**src/hw/rtl/m4v4_pkg.sv**
```systemverilog
// Shared types, constants and helper functions for the 4x4 matrix-vector transform.
// No dependencies; every other file in hw/rtl imports this package.
package m4v4_pkg;

  localparam logic [31:0] QNAN     = 32'h7FC0_0000;
  localparam logic [31:0] EXP_INF  = 32'h7F80_0000;

  // Unrounded value: sig * 2^(e-150), or a finished special result
  typedef struct packed {
    logic               spec;
    logic [31:0]        sval;
    logic               sign;
    logic signed [13:0] e;
    logic [63:0]        sig;
  } m4v4_unr_t;

  function automatic logic f_is_nan(input logic [31:0] a);
    return (a[30:23] == 8'hFF) && (a[22:0] != 23'd0);
  endfunction

  function automatic logic f_is_inf(input logic [31:0] a);
    return (a[30:23] == 8'hFF) && (a[22:0] == 23'd0);
  endfunction

  function automatic logic f_is_zero(input logic [31:0] a);
    return a[30:0] == 31'd0;
  endfunction

  // significand with hidden bit; subnormals get none
  function automatic logic [23:0] f_sig(input logic [31:0] a);
    return {(a[30:23] != 8'd0), a[22:0]};
  endfunction

  // biased exponent, subnormals read as 1
  function automatic logic [7:0] f_bexp(input logic [31:0] a);
    return (a[30:23] == 8'd0) ? 8'd1 : a[30:23];
  endfunction

endpackage

```
**src/hw/rtl/m4v4_round.sv**
```systemverilog
// Three-stage normalize and round to binary32, ties to even.
// Depends on m4v4_pkg.
module m4v4_round
  import m4v4_pkg::*;
(
  input  logic        clk,
  input  logic        en,
  input  m4v4_unr_t   unr,
  output logic [31:0] res
);

  // stage 1: leading one search, exponent and shift amount
  logic               spec1_r, sign1_r;
  logic [31:0]        sval1_r;
  logic [63:0]        sig1_r;
  logic [10:0]        eeff1_r;
  logic signed [13:0] rs1_r;

  logic [5:0]         p;
  logic signed [13:0] ex, eeff;

  always_comb begin
    p = 6'd0;
    for (int i = 0; i < 64; i++) begin
      if (unr.sig[i]) p = 6'(i);
    end
    ex   = unr.e + $signed({8'd0, p}) - 14'sd23;
    eeff = (ex < 14'sd1) ? 14'sd1 : ex;
  end

  always_ff @(posedge clk) begin
    if (en) begin
      spec1_r <= unr.spec;
      sval1_r <= unr.sval;
      sign1_r <= unr.sign;
      sig1_r  <= unr.sig;
      eeff1_r <= eeff[10:0];
      rs1_r   <= eeff - unr.e;
    end
  end

  // stage 2: align significand, keep guard and sticky
  logic        spec2_r, sign2_r, g2_r, s2_r;
  logic [31:0] sval2_r;
  logic [10:0] eeff2_r;
  logic [23:0] m2_r;

  logic [13:0]  nl;
  logic [63:0]  lsh;
  logic [127:0] wide;
  logic [23:0]  m_nxt;
  logic         g_nxt, s_nxt;

  always_comb begin
    nl   = 14'(-rs1_r);
    lsh  = sig1_r << nl[5:0];
    wide = {sig1_r, 64'd0} >> rs1_r[6:0];
    if (rs1_r <= 14'sd0) begin
      m_nxt = lsh[23:0];
      g_nxt = 1'b0;
      s_nxt = 1'b0;
    end else if (rs1_r > 14'sd64) begin
      m_nxt = 24'd0;
      g_nxt = 1'b0;
      s_nxt = 1'b1;
    end else begin
      m_nxt = wide[87:64];
      g_nxt = wide[63];
      s_nxt = |wide[62:0];
    end
  end

  always_ff @(posedge clk) begin
    if (en) begin
      spec2_r <= spec1_r;
      sval2_r <= sval1_r;
      sign2_r <= sign1_r;
      eeff2_r <= eeff1_r;
      m2_r    <= m_nxt;
      g2_r    <= g_nxt;
      s2_r    <= s_nxt;
    end
  end

  // stage 3: increment, pack, saturate to infinity
  logic        inc;
  logic [34:0] bits;
  logic [31:0] res_nxt;
  logic [31:0] res_r;

  always_comb begin
    inc  = g2_r & (s2_r | m2_r[0]);
    bits = {1'b0, eeff2_r - 11'd1, 23'd0} + {11'd0, m2_r} + {34'd0, inc};
    if (spec2_r) begin
      res_nxt = sval2_r;
    end else if (bits >= {3'd0, EXP_INF}) begin
      res_nxt = {sign2_r, EXP_INF[30:0]};
    end else begin
      res_nxt = {sign2_r, bits[30:0]};
    end
  end

  always_ff @(posedge clk) begin
    if (en) res_r <= res_nxt;
  end

  assign res = res_r;

endmodule

```
**src/hw/rtl/m4v4_fmul.sv**
```systemverilog
// Four-stage binary32 multiplier: special cases and 24x24 product, then rounding.
// Depends on m4v4_pkg and m4v4_round.
module m4v4_fmul
  import m4v4_pkg::*;
(
  input  logic        clk,
  input  logic        en,
  input  logic [31:0] a,
  input  logic [31:0] b,
  output logic [31:0] res
);

  m4v4_unr_t   unr_nxt, unr_r;
  logic        sign;
  logic [23:0] ma, mb;
  logic [47:0] mprod;

  always_comb begin
    sign         = a[31] ^ b[31];
    ma           = f_sig(a);
    mb           = f_sig(b);
    // full 48-bit product
    mprod        = ma * mb;
    unr_nxt.sign = sign;
    unr_nxt.e    = $signed({6'd0, f_bexp(a)}) + $signed({6'd0, f_bexp(b)}) - 14'sd150;
    unr_nxt.sig  = {16'd0, mprod};
    unr_nxt.spec = 1'b1;
    if (f_is_nan(a) || f_is_nan(b)) begin
      unr_nxt.sval = QNAN;
    end else if (f_is_inf(a) || f_is_inf(b)) begin
      unr_nxt.sval = (f_is_zero(a) || f_is_zero(b)) ? QNAN : {sign, EXP_INF[30:0]};
    end else if (f_is_zero(a) || f_is_zero(b)) begin
      unr_nxt.sval = {sign, 31'd0};
    end else begin
      unr_nxt.spec = 1'b0;
      unr_nxt.sval = QNAN;
    end
  end

  always_ff @(posedge clk) begin
    if (en) unr_r <= unr_nxt;
  end

  m4v4_round u_round (
    .clk (clk),
    .en  (en),
    .unr (unr_r),
    .res (res)
  );

endmodule

```
**config.mk**
```make
export PLATFORM = sky130hd
export DESIGN_NAME = m4v4_fmul
export DESIGN_NICKNAME = d
export VERILOG_FILES = /design/src/hw/rtl/m4v4_pkg.sv /design/src/hw/rtl/m4v4_round.sv /design/src/hw/rtl/m4v4_fmul.sv
export SDC_FILE = /design/constraint.sdc
export NUM_CORES = 2
export LEC_CHECK = 0
export CAP_MARGIN = 20
export CORE_UTILIZATION = 23
export CTS_CLUSTER_SIZE = 14
export DETAILED_ROUTE_END_ITERATION = 8
export DONT_BUFFER_PORTS = 1
export PLACE_DENSITY = 0.33
export SYNTH_ARGS = -nofsm -noshare
export SYNTH_HDL_FRONTEND = slang
export SYNTH_SLANG_ARGS = --single-unit
```
**constraint.sdc**
```tcl
create_clock -name clk -period 19.2 [get_ports clk]
set_input_delay 0.96 -clock clk [delete_from_list [all_inputs] [get_ports clk]]
set_output_delay 0.96 -clock clk [all_outputs]
set_load 0.005 [all_outputs]
```
# Word level (Yosys, flattened, before mapping)
# Index checks and enable logic that the tools add are counted.
# W data, S select, Z words.
# word_totals
ff_bits,306
wordCells,119
latch_bits,0
n_memories,0
in_bits,66
mem_bits_rw,0
rom_bits,0
# classes
n_reduce_logical,20
shifts,2
div,0
magnitude_cmp,4
n_bitwise,3
n_mul,1
mux,59
eq_ne,2
n_addsub,9
# op_table
operator,n
$mux W32,4
$shr A112 B7 Y88,1
$mux W6,16
$mux W5,16
$reduce_or A63 Y1,1
$logic_not A31 Y1,2
$mul A24 B24 Y48,1
$mux W24,2
$shl A48 B6 Y24,1
$logic_not A23 Y1,2
$reduce_bool A23 Y1,2
$add A34 B24 Y35,1
$add A35 B1 Y35,1
$ge A35 B31 Y1 const B,1
$mux W4,8
$mux W31,1
$eq A8 B8 Y1 const B,2
$logic_not A8 Y1,2
$mux W8,2
$reduce_bool A8 Y1,2
$add A14 B7 Y14,1
$gt A14 B8 Y1 const B,1
$le A14 B1 Y1 const B,1
$lt A14 B2 Y1 const B,1
other kinds (16),28

# Logic depth before layout (Yosys ltp)
# logic_depth
word_depth,52
mapped_depth,39
mapped_depth_nobuf,39

# Modules after synthesis
# From an unflattened synthesis, not the netlist that was laid out.
# unflattened
hier_cells,4012
area_unflattened_um2,38498.2
# by_module_without_submodules
module,cells_each,area_each_um2,n_inst
m4v4_fmul,2316,21343.0,1
m4v4_round,1696,17155.2,1

# Least setup slack after synthesis
# Ideal clock, no wire load.
# synth_timing
path_type,input port to flip-flop
start,input port a[29]
end,"register unr_r[46] (netlist bit), data pin"
cell_stages,23
path_slack_ps,11460
path_buffers,1
setup_time_ps,162
arrival_time_ps,7578
path_cell_list,nor4_1 > nand2_1 > clkbuf_1 > and2_1 > fa_1 > fa_1 > fa_1 > inv_1 > fa_1 > fa_1 > fa_1 > inv_1 > fa_1 > ha_1 > a21o_1 > a21o_1 > o21ba_2 > o221a_2 > nand2_1 > o31ai_1 > a21boi_0 > or4b_2 > o2111ai_1
# synth_between
elab_chain_cells,2
# synth_rtl
element,line_no,source
from (decl),m4v4_fmul.sv:8,"input logic [31:0] a,"
$reduce_bool A8 Y1,m4v4_pkg.sv:31,"return {(a[30:23] != 8'd0), a[22:0]};"
$mul A24 B24 Y48,m4v4_fmul.sv:23,mprod = ma * mb;
named net mprod[46],m4v4_fmul.sv:16,logic [47:0] mprod;
to (signal assigned),m4v4_fmul.sv:41,if (en) unr_r <= unr_nxt;
to (decl),m4v4_fmul.sv:13,"m4v4_unr_t unr_nxt, unr_r;"
# The timed path passes the listed nets, and every way through them passes these cells.
# A chain may end at the register's enable or synchronous reset.

# Worst setup path after layout
# layout_timing
start,input port a[29]
end,"register unr_r[45] (netlist bit), data pin"
# Same word-level chain as after synthesis.

==> metrics.yaml <==
ys_warn_count: 0
synthesis.nets: 4369
die-area_um2: 149000
final_common_cell: "inv_1"
fmax_mhz: 127
clkTransAtPathRegs_ps: 60
required_ps: 19510
areaGrowthSynthToFinish_pct: 7.41
ys.flop_type: "edfxtp_1"
fin_area_um2: 36400
syn_area_um2: 33900
report.final.slew_viol_count: 0
final.setup.tns_ps: 0
numCtsBuffers: 26
remaining_drc_errors: 0
fin_crit_sh_pct: 41.2
routed_wirelength_um: 112000
slew_headroom_pct: 37.7
skew_ps: 18.4
final-setup-viol-count: 0
drtAntennaViolNets: 0
initial_core_util_pct: 23.2
setup_ws_ps: 11300
nFillCells: 15800
cap_viol_max_count: 0
synth.distinct_cells: 90
core_um2: 146000
cp-start-kind: "input port"
cts.sinks: 215
io_buffers: 0
vias: 24600
antenna_found_initial: 1
io_pins: 98
die_h_um: 386
hpwlAfterDp_um: 86600
placementRows: 140
min_period_ps: 7900
drive_above_1_share_pct: 4.75
cts-root-buf: "clkbuf_16"
syn_avg_cell_area_um2: 9.42
hold_depth: 0
place_area_um2: 35500
post_cts_resized: 0
netlist_instances: 3595
ys_ff_latch: 215
place_ws_ps: 10590
tightest_slew_ps: 935
cts_tree: "yes"
grt_first_pass_wirelength_um: 171000
grt_max_degree: 216
yosysSeqAreaShare_pct: 19.1
synth_edf_count: 215
critical_path_class: "in2reg"
grt_usage_pct: 15.2
async_flop_share_pct: 0
dr.pass1.iters: 5
setup.worst_path.end_class: "register"
grt_pass1_vias: 26600
worstPathMaxFanout: 26
gp_congestion: 0.797
nNetsFinal: 4227
grt.overflow.total: 0
via_per_inst: 4.56
hold_class: "reg2reg"
rsz0062_at_grt: "no"
die-width_um: 386
clock_path_buffers: 3
drt_iter0_markers: 1360
htreeDepth: 1
final_cell_mix: "inv_1 (578), nand2_1 (486), fa_1 (486)"
insertion_delay_ps: 570
cts_hold_buffers: 0
worstPathArrival_ps: 8220
cts_setup_buffers: 0
hold_viol: 0
status: "completed"
reg2regPathDepth: 34
wl_per_cell_um: 20.9
## worst max-delay path: stages
cell and delay [ps]:
nor4_1 260, nand2_1 90, buf_4 240, and2_1 280, fa_1 530, inv_1 50, fa_1 570, fa_1 490
fa_1 590, fa_1 430, fa_1 490, inv_1 40, ha_1 270, ha_1 350, a41oi_1 210, o21ai_0 160
o21bai_1 230, a211oi_1 290, nor4b_1 610, o31ai_1 250, a221o_1 400, nand3_1 100, a21oi_1 80, xor2_1 140
## stage by stage
step	utilization, %	hold slack, ps	cells
2_1_floorplan	-	400	3595
3_3_place_gp	24.4	405	5342
3_5_place_dp	24.4	405	5342
4_1_cts	24.9	416	5388
5_1_grt	24.9	422	5388
6_report	24.9	414	5389
## final cells by class
type / instances / area, um2 / area share, %
antenna: 1 / 2.50 / 0.00688
clock buffer: 33 / 677 / 1.86
clock inverter: 13 / 155 / 0.427
inverter: 581 / 2180 / 6.00
multi-input combinational: 2604 / 24300 / 66.8
sequential: 215 / 6460 / 17.8
tap: 1917 / 2400 / 6.60
timing repair buffer: 25 / 188 / 0.516
## flip-flops by register name, summed over array words and instances, names as in the netlist, 3 cells and up
signal	count
unr_r	63
u_round.sig1_r	48
u_round.res	32
u_round.m2_r	24
u_round.rs1_r	14
u_round.eeff1_r	11
u_round.eeff2_r	11
u_round.sval1_r	3
u_round.sval2_r	3
## metal layers
layer / routed length (um) / global-route usage, % / up-vias
met2: 51700 / 24.9 / 432
met4: 2490 / 3.49 / 0
met3: 4350 / 1.67 / 93
met1: 53900 / 21.2 / 12600
li1: - / - / 11500
met5: 0 / 0 / -
## path summary, 6_finish.rpt
path / startpoint / to / slack, ps
max: a[29] / unr_r[45] / 11300
min: u_round.eeff1_r[7] / u_round.eeff2_r[7] / 410
max reg2reg: unr_r[4] / u_round.rs1_r[13] / 11380
min reg2reg: u_round.eeff1_r[7] / u_round.eeff2_r[7] / 410
## cells in the mapped netlist, types with 6 or more instances
cell        n  area share [%]
or3_1       6            0.11
xor2_1     39             1.0
nand2_1   486             5.4
xnor2_1    64             1.7
fa_1      486              29
nor2_1    191             2.1
a21o_1     29            0.64
mux2i_1   108             3.2
mux4_2     34             2.3
nor4_1     32            0.59
nor3_1     47            0.69
o211ai_1   11            0.24
ha_1      222             8.2
a22oi_1    10            0.22
and2_1    228             4.2
nand2b_1   16            0.30
nand3_1    36            0.53
a21oi_1   133             2.0
or2_2      11            0.20
edfxtp_1  215              19
a31oi_1    17            0.31
o21ai_0    76             1.1
o22ai_1    37            0.68
inv_1     578             6.4
buf_4       8            0.18
buf_2      13            0.19
o21bai_1   17            0.38
buf_6      16            0.53
o31ai_1    12            0.27
mux2_2     36             1.2
nor2b_1    27            0.50
clkbuf_1  151             1.7
nand3b_1    6            0.13
a21boi_0    7            0.16
and3_1     10            0.18
o21a_1     14            0.31
nand4_1    24            0.44
a211oi_1   26            0.58
a221o_1     6            0.18
## cells by family after synthesis
group	count (synthesis)	share of synthesized area, %
adders and majority gates	708	36.9
DFF	215	19.1
AOI/OAI and AO/OA	460	8.87
and+or+nand+nor	1149	16.2
muxes	184	7.08
xor gates and xnor gates	103	2.66
buffers and inverters	776	9.20
Power is left out: the tool's default activity adds up to more than one toggle a clock period on the data nets, which glitch-free logic cannot reach.
