## config.mk

```make
export PLATFORM = sky130hd
export DESIGN_NAME = m4v4_fadd
export DESIGN_NICKNAME = d
export VERILOG_FILES = /design/src/hw/rtl/m4v4_pkg.sv /design/src/hw/rtl/m4v4_round.sv /design/src/hw/rtl/m4v4_fadd.sv
export SDC_FILE = /design/constraint.sdc
export NUM_CORES = 1
export LEC_CHECK = 0
export BUFFER_PORTS_ARGS = -buffer_cell sky130_fd_sc_hd__buf_2
export CORE_UTILIZATION = 50
export DETAILED_ROUTE_END_ITERATION = 8
export HOLD_SLACK_MARGIN = 0.06
export PLACE_DENSITY = 0.76
export RECOVER_POWER = 50
export SYNTH_ARGS = -nofsm -noshare
export SYNTH_HDL_FRONTEND = slang
export SYNTH_SLANG_ARGS = --single-unit
```

## constraint.sdc

```tcl
create_clock -name clk -period 30.5 [get_ports clk]
set_input_delay 1.525 -clock clk [delete_from_list [all_inputs] [get_ports clk]]
set_output_delay 1.525 -clock clk [all_outputs]
set_load 0.01 [all_outputs]
```

## src/hw/rtl/m4v4_pkg.sv

```systemverilog
// Shared types, constants and helper functions for the 4x4 matrix-vector transform.
// No dependencies; every other file in hw/rtl imports this package.
package m4v4_pkg;

  localparam logic [31:0] QNAN     = 32'h7FC0_0000;
  localparam logic [31:0] EXP_INF  = 32'h7F80_0000;

  // Unrounded value: sig * 2^(e-150), or a finished special result
  typedef struct packed {
    logic               spec;
    logic [31:0]        sval;
    logic               sign;
    logic signed [13:0] e;
    logic [63:0]        sig;
  } m4v4_unr_t;

  function automatic logic f_is_nan(input logic [31:0] a);
    return (a[30:23] == 8'hFF) && (a[22:0] != 23'd0);
  endfunction

  function automatic logic f_is_inf(input logic [31:0] a);
    return (a[30:23] == 8'hFF) && (a[22:0] == 23'd0);
  endfunction

  function automatic logic f_is_zero(input logic [31:0] a);
    return a[30:0] == 31'd0;
  endfunction

  // significand with hidden bit; subnormals get none
  function automatic logic [23:0] f_sig(input logic [31:0] a);
    return {(a[30:23] != 8'd0), a[22:0]};
  endfunction

  // biased exponent, subnormals read as 1
  function automatic logic [7:0] f_bexp(input logic [31:0] a);
    return (a[30:23] == 8'd0) ? 8'd1 : a[30:23];
  endfunction

endpackage

```

## src/hw/rtl/m4v4_round.sv

```systemverilog
// Three-stage normalize and round to binary32, ties to even.
// Depends on m4v4_pkg.
module m4v4_round
  import m4v4_pkg::*;
(
  input  logic        clk,
  input  logic        en,
  input  m4v4_unr_t   unr,
  output logic [31:0] res
);

  // stage 1: leading one search, exponent and shift amount
  logic               spec1_r, sign1_r;
  logic [31:0]        sval1_r;
  logic [63:0]        sig1_r;
  logic [10:0]        eeff1_r;
  logic signed [13:0] rs1_r;

  logic [5:0]         p;
  logic signed [13:0] ex, eeff;

  always_comb begin
    p = 6'd0;
    for (int i = 0; i < 64; i++) begin
      if (unr.sig[i]) p = 6'(i);
    end
    ex   = unr.e + $signed({8'd0, p}) - 14'sd23;
    eeff = (ex < 14'sd1) ? 14'sd1 : ex;
  end

  always_ff @(posedge clk) begin
    if (en) begin
      spec1_r <= unr.spec;
      sval1_r <= unr.sval;
      sign1_r <= unr.sign;
      sig1_r  <= unr.sig;
      eeff1_r <= eeff[10:0];
      rs1_r   <= eeff - unr.e;
    end
  end

  // stage 2: align significand, keep guard and sticky
  logic        spec2_r, sign2_r, g2_r, s2_r;
  logic [31:0] sval2_r;
  logic [10:0] eeff2_r;
  logic [23:0] m2_r;

  logic [13:0]  nl;
  logic [63:0]  lsh;
  logic [127:0] wide;
  logic [23:0]  m_nxt;
  logic         g_nxt, s_nxt;

  always_comb begin
    nl   = 14'(-rs1_r);
    lsh  = sig1_r << nl[5:0];
    wide = {sig1_r, 64'd0} >> rs1_r[6:0];
    if (rs1_r <= 14'sd0) begin
      m_nxt = lsh[23:0];
      g_nxt = 1'b0;
      s_nxt = 1'b0;
    end else if (rs1_r > 14'sd64) begin
      m_nxt = 24'd0;
      g_nxt = 1'b0;
      s_nxt = 1'b1;
    end else begin
      m_nxt = wide[87:64];
      g_nxt = wide[63];
      s_nxt = |wide[62:0];
    end
  end

  always_ff @(posedge clk) begin
    if (en) begin
      spec2_r <= spec1_r;
      sval2_r <= sval1_r;
      sign2_r <= sign1_r;
      eeff2_r <= eeff1_r;
      m2_r    <= m_nxt;
      g2_r    <= g_nxt;
      s2_r    <= s_nxt;
    end
  end

  // stage 3: increment, pack, saturate to infinity
  logic        inc;
  logic [34:0] bits;
  logic [31:0] res_nxt;
  logic [31:0] res_r;

  always_comb begin
    inc  = g2_r & (s2_r | m2_r[0]);
    bits = {1'b0, eeff2_r - 11'd1, 23'd0} + {11'd0, m2_r} + {34'd0, inc};
    if (spec2_r) begin
      res_nxt = sval2_r;
    end else if (bits >= {3'd0, EXP_INF}) begin
      res_nxt = {sign2_r, EXP_INF[30:0]};
    end else begin
      res_nxt = {sign2_r, bits[30:0]};
    end
  end

  always_ff @(posedge clk) begin
    if (en) res_r <= res_nxt;
  end

  assign res = res_r;

endmodule

```

## src/hw/rtl/m4v4_fadd.sv

```systemverilog
// Four-stage binary32 adder: special cases, swap, align and add, then rounding.
// Depends on m4v4_pkg and m4v4_round.
module m4v4_fadd
  import m4v4_pkg::*;
(
  input  logic        clk,
  input  logic        en,
  input  logic [31:0] a,
  input  logic [31:0] b,
  output logic [31:0] res
);

  m4v4_unr_t unr_nxt, unr_r;

  logic [31:0]  big, sml;
  logic [7:0]   eb, d;
  logic [49:0]  xb, xs;
  logic [99:0]  wide;
  logic [50:0]  sum;
  logic         sgn;

  always_comb begin
    if (f_bexp(b) > f_bexp(a)) begin
      big = b;
      sml = a;
    end else begin
      big = a;
      sml = b;
    end
    eb   = f_bexp(big);
    d    = eb - f_bexp(sml);
    xb   = {f_sig(big), 26'd0};
    wide = {f_sig(sml), 26'd0, 50'd0} >> d;
    // far-below operands only leave a sticky bit
    if (d >= 8'd50) begin
      xs = 50'd1;
    end else begin
      xs = wide[99:50] | {49'd0, |wide[49:0]};
    end
    if (big[31] == sml[31]) begin
      sum = {1'b0, xb} + {1'b0, xs};
      sgn = big[31];
    end else if (xb >= xs) begin
      sum = {1'b0, xb - xs};
      sgn = big[31];
    end else begin
      sum = {1'b0, xs - xb};
      sgn = sml[31];
    end

    unr_nxt.sign = sgn;
    unr_nxt.e    = $signed({6'd0, eb}) - 14'sd26;
    unr_nxt.sig  = {13'd0, sum};
    unr_nxt.spec = 1'b1;
    if (f_is_nan(a) || f_is_nan(b)) begin
      unr_nxt.sval = QNAN;
    end else if (f_is_inf(a) && f_is_inf(b)) begin
      unr_nxt.sval = (a[31] == b[31]) ? a : QNAN;
    end else if (f_is_inf(a)) begin
      unr_nxt.sval = a;
    end else if (f_is_inf(b)) begin
      unr_nxt.sval = b;
    end else if (f_is_zero(a) && f_is_zero(b)) begin
      unr_nxt.sval = {a[31] & b[31], 31'd0};
    end else if (f_is_zero(a)) begin
      unr_nxt.sval = b;
    end else if (f_is_zero(b)) begin
      unr_nxt.sval = a;
    end else if (sum == 51'd0) begin
      unr_nxt.sval = 32'd0;
    end else begin
      unr_nxt.spec = 1'b0;
      unr_nxt.sval = QNAN;
    end
  end

  always_ff @(posedge clk) begin
    if (en) unr_r <= unr_nxt;
  end

  m4v4_round u_round (
    .clk (clk),
    .en  (en),
    .unr (unr_r),
    .res (res)
  );

endmodule

```

* Yosys cells after proc, flatten, opt, wreduce, memory -nomap -nowiden
Cells that the tools add are included.
** Storage, ports and cells
- Register bits after elaboration :: 312
- Input bits :: 66
- Output and inout port bits :: 32
- Word-level logic and storage cells :: 149
** Cells by class
- $add $sub $neg :: 12
- $lt $le $gt $ge :: 7
- Equality and inequality tests :: 4
- Shift-type cells :: 3
- Mux-type cells :: 76
- Bitwise operators :: 4
- Reduce and logical (&&, ||, !) cells :: 24
** Operators by type and width (count)
- $mux 32 :: 10
- $shr 115x7->88 :: 1
- $mux 6 :: 19
- $mux 50 :: 2
- $shr 100x8->100 :: 1
- $sub 50x50->50 :: 2
- $mux 5 :: 16
- $reduce_or 63->1 :: 1
- $logic_not 31->1 :: 2
- $mux 31 :: 2
- $add 50x50->51 :: 1
- $logic_not 51->1 :: 1
- $mux 51 :: 1
- $shl 51x6->24 :: 1
- $ge 50x50->1 :: 1
- $or 50x1->50 :: 1
- $reduce_or 50->1 :: 1
- $mux 24 :: 2
- $logic_not 23->1 :: 2
- $reduce_bool 23->1 :: 2
- $add 34x24->35 :: 1
- $add 35x1->35 :: 1
- $ge 35x31->1 const B :: 1
- $logic_not 8->1 :: 4
- other kinds (27) :: 54

* Depth between registers and ports, before layout
- Word-level depth :: 55
- Mapped depth :: 52
- Depth with buffers taken out :: 48

* Modules after synthesis
A second synthesis with hierarchy kept.
** Unflattened totals
- Cell total of the unflattened synthesis :: 3715
- Area total of the unflattened synthesis :: 31736.7 um^2
** Modules (own cells, without submodules)
- m4v4_round :: times used 1, cells an instance 1696, area an instance 17160.2 um^2
- m4v4_fadd :: times used 1, cells an instance 2019, area an instance 14576.5 um^2

* Worst setup path after synthesis
Ideal clock, no wire load.
- Kind :: input port to flip-flop
- From :: input b[30]
- To :: register unr_r[102] (netlist bit), data pin
- Setup time :: 0.258 ns
- Arrival time :: 11.365 ns
- Setup slack :: 18.877 ns
- Stages on the path :: 47
- Path buffers :: 8
- Cells stage by stage :: clkbuf_1 -> or4_1 -> nor2_1 -> nor2_1 -> ha_1 -> nand4_1 -> nor2_2 -> clkbuf_1 -> nor2_1 -> nand2_1 -> a21boi_0 -> nand3_1 -> or3_1 -> and2_1 -> ha_1 -> fa_1 -> xor2_1 -> buf_2 -> [11 not listed] -> clkbuf_1 -> buf_2 -> o21ai_0 -> inv_1 -> ha_1 -> nand2_1 -> nor4_2 -> and4_1 -> buf_6 -> buf_6 -> nor2_1 -> or3_1 -> o32a_1 -> a21oi_1 -> nand4b_1 -> nor4_4 -> nand4_4 -> o221a_2
** On the way
- Cells in the longest elaborated chain, start to end :: 22
** RTL lines
- start: declaration :: RTL line m4v4_fadd.sv:9 : input logic [31:0] b,
- $logic_not 8->1 :: RTL line m4v4_pkg.sv:36 : return (a[30:23] == 8'd0) ? 8'd1 : a[30:23];
- $mux 8 :: RTL line m4v4_pkg.sv:36
- $gt 8x8->1 :: RTL line m4v4_fadd.sv:23 : if (f_bexp(b) > f_bexp(a)) begin
- $mux 32 :: RTL line m4v4_fadd.sv:23
- $logic_not 8->1 :: RTL line m4v4_pkg.sv:36
- $mux 8 :: RTL line m4v4_pkg.sv:36
- $sub 8x8->8 :: RTL line m4v4_fadd.sv:31 : d = eb - f_bexp(sml);
- $shr 100x8->100 :: RTL line m4v4_fadd.sv:33 : wide = {f_sig(sml), 26'd0, 50'd0} >> d;
- [6 not listed]
- named net sum[0] :: RTL line m4v4_fadd.sv:19 : logic [50:0] sum;
- $logic_not 51->1 (*) :: RTL line m4v4_fadd.sv:69 : end else if (sum == 51'd0) begin
- $mux 31 (*) :: RTL line m4v4_fadd.sv:69
- $mux 32 (*) :: RTL line m4v4_fadd.sv:67 : end else if (f_is_zero(b)) begin
- $mux 32 (*) :: RTL line m4v4_fadd.sv:65 : end else if (f_is_zero(a)) begin
- $mux 32 (*) :: RTL line m4v4_fadd.sv:63 : end else if (f_is_zero(a) && f_is_zero(b)) begin
- $mux 32 (*) :: RTL line m4v4_fadd.sv:61 : end else if (f_is_inf(b)) begin
- $mux 32 (*) :: RTL line m4v4_fadd.sv:59 : end else if (f_is_inf(a)) begin
- $mux 32 (*) :: RTL line m4v4_fadd.sv:57 : end else if (f_is_inf(a) && f_is_inf(b)) begin
- end signal: assignment :: RTL line m4v4_fadd.sv:78 : if (en) unr_r <= unr_nxt;
- end: declaration :: RTL line m4v4_fadd.sv:13 : m4v4_unr_t unr_nxt, unr_r;
Mark *: on every way through the listed nets, which the timed path passes. The rest lies on a longest branch.
A chain may end at the register's enable or synchronous reset.

* Worst setup path in the final report
- From :: input b[25]
- To :: register unr_r[106] (netlist bit), data pin
Same word-level chain as after synthesis.

==> summary by stage <==
Run status
The run finished, with violations left. The final reports fail on design-rule violations, max-capacitance violations, max-slew violations.

Floorplanning
Measured along the x axis, the die boundary spans about 240 µm. For this configuration, the core starts out at a cell density of 0.5093. The die covers around 58,000 µm². The number of placed I/O pins is 98. The core area is 55,520 µm². After floorplanning, the core was divided into 86 placement rows. Measured along the y axis, the die boundary spans 239.8 µm.

Global routing
The met2 layer usage reported by global route is 0.5872. The layer with the highest usage is met2. The via count of the first global-routing pass was around 25,000. The overall overflow remaining after global route is 0. For this run, global-route usage on met1 was measured as 0.4799. In the global route stage, met3 resource usage came out at 0.05232. Entering global routing, the biggest net connects 139 pins. For this run, the total global-route usage over all layers was measured as 0.3716. The initial antenna violation count was 0.

The first-pass GRT wire length is 160,600 µm.

Clocking
The number of hold buffers added after CTS was 0. Buffers inserted during clock tree synthesis total 30. In this run the number of H-tree levels came out at 1.

For the worst-skew pair, the clock arrives at the later sink with an insertion delay of 0.59 ns. The number of setup buffers added after CTS is 0. The maximum buffer depth of the clock tree is 3. The post-cts gate resize count is 0. The clock-pin slew of the registers on the worst-case setup and hold paths is 0.07 ns. The cell at the root of the clock tree is sky130_fd_sc_hd__clkbuf_16. The clock net sink count is 307. The TritonCTS clock tree is built.

Routing
In the final routed layout, each cell accounts on average for approximately 27 µm. After detailed routing, the number of remaining DRC violations is 6. Across all layers, the routed design uses 27,520 vias. The count of nets left with antenna violations once routing finished came out at 0. The aggregate routed wire length is 107,800 µm. The via density per instance is between 6 and 7. For this block, the initial DRC count from the detailed router was 3,275. The first-pass detailed-route iteration total is 9.

Critical path
The delay contributed by the slowest stage of the critical path is 0.91 ns. The top fanout value on the critical path is between 40 and 50. The kind of end point of the critical path is a flip-flop. The nature of the critical path startpoint is an input port. By instance count, the cell type seen most on the critical path is sky130_fd_sc_hd__nand2_1. The setup check on the worst reg-to-reg path leaves a slack of 22.14 ns. The cell depth of the worst flop-to-flop path is 47.

The critical path is of the input port to flip-flop type. The startpoint of the worst-slack reg-to-reg timing path is unr_r[2]$_DFFE_PP_. The worst register-to-register path ends at u_round.rs1_r[13]$_DFFE_PP_. The slowest stage of the critical path is the sky130_fd_sc_hd__a311oi_1 cell. Data on the critical path is required at its endpoint by between 30 and 40 ns.

STA puts the critical path data arrival time at 15.19 ns.

Timing
The headroom to the max-slew limit is -3.739. The max-slew violation count was 228. The final setup violation count is 0. For the final routed database, the setup TNS stands at 0 ns. The final number of hold-violating endpoints is 0. At the pin with the least slew margin, the transition time is 7.109 ns.

The clock arrives with 0.04823 ns of skew. The highest attainable clock frequency is 67.36 MHz. The portion of the clock cycle consumed by the worst path in the final layout is 0.4867. The worst path meets setup with between 15 and 20 ns of slack. After layout, the minimum clock period comes to 14.84 ns. Setup repair after global routing left no endpoint under its margin.

Synth
The number of nets in the synthesized netlist is 3,469. The number of enable flip-flop cells after synthesis is between 300 and 400. Of the total synthesized cell area, the portion taken by XOR and XNOR cells is 0.03531.

The portion of synthesized area spent on multiplexers is 0.08420. The fraction of registers with async set/reset is 0. The share of synthesized area in the top cell type comes to 0.3260.

During synthesis, Yosys emitted a total of 0 warnings. The sequential element share of the synthesized area is 0.3260. The combined area of all synthesized cells is 28,280 µm². Of the total synthesized cell area, the portion taken by full adders, half adders and majority gates is 0.05708. Of the total synthesized cell area, the portion taken by AND, OR, NAND and NOR gates is 0.2083.

The cell type contributing the most total cell area after synthesis is sky130_fd_sc_hd__edfxtp_1. The synthesized-area fraction occupied by ao, oa, aoi and oai cells is 0.2381. After synthesis, the largest family of logic cells by area is compound AO/OA/AOI/OAI gates. The average footprint of a synthesized cell is between 8 and 9 µm².

The number of distinct standard cells referenced by the synthesized netlist is between 100 and 150. Among all flip-flop cells after synthesis, the most frequent one is sky130_fd_sc_hd__edfxtp_1. Counting flops and latches in the post-synthesis netlist gives 307.

After synthesis, the cell types taking the most area are sky130_fd_sc_hd__edfxtp_1 33%, sky130_fd_sc_hd__nand2_1 5.5%, sky130_fd_sc_hd__ha_1 5.4%. Synthesis handed over a netlist of 3,277 instances.

Layout
The combined flip-flop and latch cell area is 9219 µm². Compared with the post-synthesis result, the final layout area differs by 7.819%. Summing all multi-input logic gate instances after layout gives 17,710 µm². The layout has 5,135 filler cells.

The top cell types in the final layout, fill and taps aside, are 416 x sky130_fd_sc_hd__nand2_1, 307 x sky130_fd_sc_hd__edfxtp_1, 294 x sky130_fd_sc_hd__nor2_1, 210 x sky130_fd_sc_hd__a21oi_1, 172 x sky130_fd_sc_hd__inv_1. The library cell used most frequently in the layout, excluding fill and tap cells, is sky130_fd_sc_hd__nand2_1. At the end of the flow, the number of nets in the layout was 3,464.

In the final layout, the share of cells above drive strength 1 is 0.1089. The share of the core filled with cells in the final layout is 0.5491. 0 antenna diodes ended up in the layout.

Power and ir drop
In this run the power density over the cells is 94.66 nW/µm². The leakage power is 11.64 nW. Across the VDD grid, the largest voltage drop is 0.00005324 V. The overall power is 2.886 mW.

Min path
For hold timing, the worst endpoint is u_round.sval1_r[22]$_DFFE_PP_. The instance count along the most critical hold path is 0. The worst hold path begins at unr_r[101]$_SDFFCE_PP1P_. In this run the worst hold path is classified as flip-flop to flip-flop.

Placed design
The count of port buffers added during placement is 97. The pre-CTS worst setup slack is 15.63 ns. Routability-driven placement finished with a final weighted congestion of 1.034.

Detailed placement ended at an HPWL of 83,930 µm.

Flow run
The max-capacitance violation count is 2.
## power by group
part / internal, mW / leakage (nW) / switching (mW)
logic: 0.602 / 8.10 / 1.25
clock network: 0.235 / 0.524 / 0.163
registers: 0.570 / 3.02 / 0.0684
total: 1.41 / 11.6 / 1.48
## critical path, delay by kind of cell
family                   cells  cell delay, ns
AND/OR/NAND/NOR             20            6.93
XOR/XNOR                     1            0.24
multiplexers                 1            0.48
AO/OA/AOI/OAI               10            3.34
buffers and inverters        5            1.45
adder cells (fa/ha/maj)      4            1.12
## metrics by stage
| stage | std cells | area (µm²) | hold WS [ns] |
|---|---|---|---|
| final | 4044 | 30490 | 0.3889 |
| after global routing | 4044 | 30490 | 0.3966 |
| after CTS | 4044 | 30550 | 0.3854 |
| after detailed placement | 3988 | 29450 | 0.4045 |
| after global placement | 3988 | 29450 | 0.4011 |
| after floorplan | 3277 | 28280 | 0.4003 |
## logic make-up (layout without fill, tap and decap cells)
kind of cell,count (synthesis),count (layout)
buffers and inverters,369,388
AOI/OAI and AO/OA,950,950
adders and majority gates,126,126
DFF,307,307
xor gates and xnor gates,114,114
and+or+nand+nor,1244,1244
muxes,167,167
## routing by layer
metal | part of all wire | routed length [µm]
met1 | 0.39 | 42390
met5 | 0 | 0
met2 | 0.44 | 47750
met4 | 0.076 | 8195
met3 | 0.088 | 9451
## synthesized netlist by cell type, drive strengths merged, types with 47 or more instances
cell    count
nand4      58
clkbuf    142
ha        121
nand3     100
nor4       49
nand2     416
edfxtp    307
nor3      113
o21ai     168
nor2      301
buf        47
mux2i      86
o22ai      51
a21oi     211
inv       176
xnor2      74
mux4       54
## registers in the layout, summed over array words and instances, names as in the netlist, 14 cells and up
register         count
unr_r               94
u_round.m2_r        24
u_round.rs1_r       14
u_round.sval2_r     32
u_round.sval1_r     32
u_round.sig1_r      51
u_round.res         32
## area by class of cell
cell class | count | area share
clock inverters | 24 | 0.01100
flip-flops and latches | 307 | 0.3024
multi-input cells | 2601 | 0.5810
inverters | 180 | 0.02216
clock buffers | 32 | 0.02487
repair buffers | 152 | 0.02787
well taps | 748 | 0.03070
## worst max path at each step
stage,endpoint,start
global route,unr_r[108]$_SDFFCE_PP1P_,b[25]
global placement,unr_r[108]$_SDFFCE_PP1P_,b[29]
floorplan,unr_r[102]$_SDFFCE_PP1P_,b[30]
detailed placement,unr_r[102]$_SDFFCE_PP1P_,a[29]
CTS,unr_r[106]$_SDFFCE_PP1P_,a[29]
finish,unr_r[106]$_SDFFCE_PP1P_,b[25]
Power figures use the tool's default switching activity.
